<file path="src/sv/e2q_pkg.sv">
`timescale 1ns / 1ps
`default_nettype none
package e2q_pkg;

  // default configuration
  localparam int ANGLE_WIDTH_DEF   = 16;
  localparam int COMP_WIDTH_DEF    = 16;
  localparam int CORDIC_STAGES_DEF = 14;

  // internal q30 formats
  localparam int XY_W = 33;
  localparam int Z_W  = 35;

  localparam logic signed [Z_W-1:0]  Q30_HALF_PI = 35'sd1686629713;
  localparam logic signed [Z_W-1:0]  Q30_PI      = 35'sd3373259426;
  localparam logic signed [XY_W-1:0] Q30_GAIN    = 33'sd652032874;

  // arctangent of 2^-i in q30
  function automatic logic signed [Z_W-1:0] atan_q30(input int i);
    logic signed [Z_W-1:0] r;
    case (i)
      0:       r = 35'sd843314856;
      1:       r = 35'sd497837829;
      2:       r = 35'sd263043836;
      3:       r = 35'sd133525158;
      4:       r = 35'sd67021686;
      5:       r = 35'sd33543515;
      6:       r = 35'sd16775850;
      7:       r = 35'sd8388437;
      8:       r = 35'sd4194282;
      9:       r = 35'sd2097149;
      default: r = Z_W'(64'sd1 <<< (30 - i));
    endcase
    return r;
  endfunction

endpackage
`default_nettype wire

</file>
<file path="src/sv/e2q_cordic.sv">
`timescale 1ns / 1ps
`default_nettype none
module e2q_cordic
  import e2q_pkg::*;
#(
  parameter int ANGLE_WIDTH = ANGLE_WIDTH_DEF,
  parameter int STAGES      = CORDIC_STAGES_DEF
) (
  input  wire logic                          clk_i,
  input  wire logic                          en_i,
  input  wire logic signed [ANGLE_WIDTH-1:0] angle_i,
  output logic signed [XY_W-1:0]             sin_o,
  output logic signed [XY_W-1:0]             cos_o
);

  logic signed [Z_W-1:0]  half_w;
  logic signed [Z_W-1:0]  z_q [0:STAGES-1];
  logic signed [XY_W-1:0] x_q [1:STAGES];
  logic signed [XY_W-1:0] y_q [1:STAGES];
  logic                   f_q [0:STAGES];

  // half angle in q30 and range reduction into +-pi/2
  assign half_w = Z_W'(angle_i) <<< (33 - ANGLE_WIDTH);

  always_ff @(posedge clk_i) begin
    if (en_i) begin
      if (half_w > Q30_HALF_PI) begin
        z_q[0] <= half_w - Q30_PI;
        f_q[0] <= 1'b1;
      end else if (half_w < -Q30_HALF_PI) begin
        z_q[0] <= half_w + Q30_PI;
        f_q[0] <= 1'b1;
      end else begin
        z_q[0] <= half_w;
        f_q[0] <= 1'b0;
      end
    end
  end

  // one micro-rotation per stage
  for (genvar i = 0; i < STAGES; i++) begin : g_stage
    logic signed [XY_W-1:0] xp;
    logic signed [XY_W-1:0] yp;
    logic signed [XY_W-1:0] xs;
    logic signed [XY_W-1:0] ys;
    logic                   pos;

    if (i == 0) begin : g_first
      assign xp = Q30_GAIN;
      assign yp = '0;
    end else begin : g_next
      assign xp = x_q[i];
      assign yp = y_q[i];
    end

    assign xs  = xp >>> i;
    assign ys  = yp >>> i;
    assign pos = ~z_q[i][Z_W-1];

    always_ff @(posedge clk_i) begin
      if (en_i) begin
        x_q[i+1] <= pos ? xp - ys : xp + ys;
        y_q[i+1] <= pos ? yp + xs : yp - xs;
        f_q[i+1] <= f_q[i];
      end
    end

    if (i < STAGES - 1) begin : g_z
      always_ff @(posedge clk_i) begin
        if (en_i) begin
          z_q[i+1] <= pos ? z_q[i] - atan_q30(i) : z_q[i] + atan_q30(i);
        end
      end
    end
  end

  // undo the range reduction by negation
  assign cos_o = f_q[STAGES] ? -x_q[STAGES] : x_q[STAGES];
  assign sin_o = f_q[STAGES] ? -y_q[STAGES] : y_q[STAGES];

endmodule
`default_nettype wire

</file>
<file path="config.mk">
export PLATFORM = sky130hd
export DESIGN_NAME = e2q_cordic
export DESIGN_NICKNAME = d
export VERILOG_FILES = /design/src/sv/e2q_pkg.sv /design/src/sv/e2q_cordic.sv
export SDC_FILE = /design/constraint.sdc
export NUM_CORES = 2
export LEC_CHECK = 0
export BUFFER_PORTS_ARGS = -buffer_cell sky130_fd_sc_hd__buf_4
export CORE_MARGIN = 10
export CORE_UTILIZATION = 30
export CTS_CLUSTER_DIAMETER = 30
export CTS_CLUSTER_SIZE = 14
export DETAILED_ROUTE_END_ITERATION = 12
export GPL_ROUTABILITY_DRIVEN = 0
export SLEW_MARGIN = 30
export SYNTH_ARGS = -nofsm -noshare
export SYNTH_HDL_FRONTEND = slang
export SYNTH_SLANG_ARGS = --single-unit
export TNS_END_PERCENT = 1
</file>
<file path="constraint.sdc">
create_clock -name clk_i -period 5.6 [get_ports clk_i]
set_input_delay 1.12 -clock clk_i [delete_from_list [all_inputs] [get_ports clk_i]]
set_output_delay 1.12 -clock clk_i [all_outputs]
set_load 0.1 [all_outputs]
</file>
==> summary.txt <==
Run status
  – Outcome: finished, final reports clean

Setup path
  – Type of the worst setup path: reg2out
  – Crit path capture type: output port
  – Flop-to-flop setup slack: ~0.54 ns
  – Critical path origin: y_q[0][466]
  – Source of the worst register-to-register timing path: y_q[0][206]
  – Launching element type of the critical path: flop
  – Required time at the endpoint of the critical path: 4.48 ns
  – Crit path DAT: 4.25 ns
  – Maximum fanout encountered on the critical timing path: 4
  – Reg2reg path depth: 18

Layout
  – Post-synthesis to final-layout area growth: 15.99%
  – Most common cell after layout, fill and taps aside: sky130_fd_sc_hd__edfxtp_1
  – Highest-count cells in the layout ignoring fill and taps: sky130_fd_sc_hd__edfxtp_1, sky130_fd_sc_hd__a21oi_1, sky130_fd_sc_hd__ha_1
  – Fraction of layout cells with a size suffix above 1: 6.825%
  – Number of nets in the finished design: 12,250
  – # fillers: 34,540
  – Total area of multi-input combinational cells: 0.06390 mm2
  – FF+latch area: 0.03676 mm2

Logic synthesis
  – Area share of and/or/nand/nor cells after synthesis: 12.77%
  – Share of cell area taken by muxes after synthesis: 0.8388%
  – Area fraction in compound gates after synthesis: 19.91%
  – Main combinational cell family by area after synthesis: compound AO/OA/AOI/OAI gates
  – Netlist Area Pre-Place: between 0.1 and 0.15 mm2
  – Sequential cell area fraction in the yosys report: 35.71%
  – Synthesized-area fraction occupied by xor and xnor cells: a little over an eighth
  – Post-synth net total: 11,920
  – Number of standard cells after synthesis: approximately 11,000
  – Count of unique library cells instantiated by Yosys: 89
  – Syn_area_per_cell: around 9.6 um2
  – Yosys synthesis warning count: 0
  – Number of flip-flops and latches in the synthesized netlist: 1,224
  – Post-synthesis async set-or-reset flop share: 0%
  – Top_reg_cell synth: sky130_fd_sc_hd__edfxtp_1
  – Adder and majority cell fraction of the synthesized area: between 10 and 15%
  – Number of enable flip-flop cells after synthesis: about 1,200

Routing
  – DRC violation count after routing: 0
  – TritonRoute pass-1 iters: 8
  – Iter 0 DRT Violations: 4,180
  – Post-Route WL: 247,500 um
  – Post-route antenna net violation count: 0
  – Via count: 78,890
  – Via count normalized by instance count: around 5
  – Routed wire length per instance: 15.65 um

CTS
  – Worst skew pair latency: 0.85 ns
  – Clock slew at reported path FFs: 0.04 ns
  – CTS tree: done
  – # H-tree levels: 5
  – Clock Sinks: approximately 1,200
  – Number of buffers created by CTS: 292
  – Clock tree buffer depth: 4
  – Number of hold buffers added after cts: 0
  – Library cell used as clock root buffer: sky130_fd_sc_hd__clkbuf_16

Global routing
  – Pin count of the biggest net entering global routing: 143
  – First-pass GRT wire length: 400,300 um
  – Tot GR Track Use: around an eighth
  – Total overflow reported by the global router: 0
  – Number of global-route vias before repair: 77,340
  – Initial antenna violation count: 2

Place
  – Half-perimeter wire length after detailed placement: 197,300 um
  – Port Buffers: 83

Hold path
  – Worst Min Path Start: f_q[1][4]
  – Class of the tightest hold or removal check: reg2reg
  – Worst hold stages: 0

Floorplanning
  – Initial Util: 30.06%
  – Total Die Area: 0.3669 mm2
  – Die Y-Extent: 605.7 um
  – I/O pin count: 84
  – CORE AREA: 0.3424 mm2
  – Die Span X: about 600 um
  – Row count: between 200 and 250

Timing
  – Slew at the pin closest to its max-slew limit: around 0.96 ns
  – Final Cycle Share: 95.89%
  – Final TNS setup: 0 ns
  – Worst clock skew: 0.1188 ns
  – Time the final worst path needs with I/O delays and setup: 5.370 ns
  – Final hold violation count: 0
  – Highest clock rate: 0.1862 GHz
  – Max Transition Viols Final: 0
  – Final setup violating endpoints: 0
  – Max-Slew Margin vs Limit: 35.98%

Job
  – Max Cap Violations: 0
-- registers in the layout (all words and copies together), names as in the netlist --
signal and count:
y_q 430, x_q 404, z_q 375, f_q 15
-- cell families after synthesis --
logic type / count (synthesis)
simple gates: 2727
xor+xnor: 1592
buf+inv: 605
mux: 81
fa+ha+maj: 1210
flops: 1224
compound gates: 3255
-- through the flow --
| stage | std cells | cell area [um2] | setup slack, ns | hold WS, ns | utilization (%) |
|---|---|---|---|---|---|
| global placement | 15290 | 109600 | 0.6108 | 0.4011 | 32.01 |
| finish | 15810 | 119400 | 0.2302 | 0.3590 | 34.86 |
| detailed placement | 15290 | 109600 | 0.5784 | 0.4045 | 32.01 |
| floorplan | 10690 | 102900 | 0.7668 | 0.4003 | - |
| CTS | 15810 | 119400 | 0.008940 | 0.3726 | 34.85 |
| global route | 15810 | 119400 | -0.001872 | 0.3821 | 34.86 |
-- synthesized netlist by cell type, types with 28 or more instances --
master                        n  area (um2)
sky130_fd_sc_hd__edfxtp_1  1224       36760
sky130_fd_sc_hd__a21oi_1   1202        6016
sky130_fd_sc_hd__ha_1      1172       14660
sky130_fd_sc_hd__xnor2_1   1054        9231
sky130_fd_sc_hd__nor2_1     905        3397
sky130_fd_sc_hd__xor2_1     536        4695
sky130_fd_sc_hd__a21o_1     516        3874
sky130_fd_sc_hd__o21ai_0    509        2547
sky130_fd_sc_hd__nand2_1    508        1907
sky130_fd_sc_hd__inv_1      443        1663
sky130_fd_sc_hd__nor3_1     311        1556
sky130_fd_sc_hd__nand2b_1   184        1151
sky130_fd_sc_hd__o21a_1     172        1291
sky130_fd_sc_hd__nand3_1    169       845.8
sky130_fd_sc_hd__o21bai_1   142        1066
sky130_fd_sc_hd__nor2b_1    140       875.8
sky130_fd_sc_hd__clkbuf_1   127       476.7
sky130_fd_sc_hd__a31oi_1    121       757.0
sky130_fd_sc_hd__and3_1      91       569.3
sky130_fd_sc_hd__a211oi_1    90       675.7
sky130_fd_sc_hd__nor4_1      75       469.2
sky130_fd_sc_hd__and2_1      66       412.9
sky130_fd_sc_hd__o31ai_1     64       480.5
sky130_fd_sc_hd__nand4_1     62       387.9
sky130_fd_sc_hd__or3_1       60       375.4
sky130_fd_sc_hd__o41ai_1     49       429.2
sky130_fd_sc_hd__mux2_2      42       473.0
sky130_fd_sc_hd__o211ai_1    42       315.3
sky130_fd_sc_hd__mux2i_1     39       390.4
sky130_fd_sc_hd__nor3b_1     39       292.8
sky130_fd_sc_hd__fa_1        38       760.7
sky130_fd_sc_hd__or4_1       37       277.8
sky130_fd_sc_hd__a21boi_0    33       247.7
sky130_fd_sc_hd__or2_2       31       193.9
sky130_fd_sc_hd__a211o_1     28       245.2
-- repair_timing --
item	CTS	global route
setup endpoints to repair	0	2
buffers inserted	0	1
resized for setup	0	3
-- final timing paths --
check	to
max	sin_o[31]
min	f_q[1][5]
max reg2reg	x_q[0][262]
min reg2reg	f_q[1][5]
-- final cells by class --
cell class	instances	share of cell area [%]
Clock buffer	326	6.299
Antenna cell	1	0.002096
Clock inverter	196	1.847
Multi-Input combinational cell	8865	53.53
Sequential cell	1224	30.79
Timing Repair Buffer	192	1.350
Tap cell	4557	4.776
Inverter	449	1.412
-- layer usage --
layer / vias to the layer above / share of wire [%] / GRT usage (%)
met1: 36440 / 42 / 14.93
met5: - / 0 / 0
met4: 0 / 4.1 / 5.231
li1: 40510 / - / -
met3: 524 / 3.3 / 1.647
met2: 1424 / 51 / 24.30
-- worst max-delay path, stage by stage (launching register included) --
cell and delay (ns):
sky130_fd_sc_hd__edfxtp_1 0.50, sky130_fd_sc_hd__nor3_1 0.26, sky130_fd_sc_hd__nand3_2 0.20, sky130_fd_sc_hd__or3_1 0.41, sky130_fd_sc_hd__nand2b_1 0.21, sky130_fd_sc_hd__nand2b_1 0.21
sky130_fd_sc_hd__or3_1 0.42, sky130_fd_sc_hd__or4_1 0.50, sky130_fd_sc_hd__o21ai_0 0.21, sky130_fd_sc_hd__xnor2_1 0.21, sky130_fd_sc_hd__buf_6 0.28
Power is not shown: default switching activity piles up to over one toggle a cycle in this logic, so the estimate is an artifact.
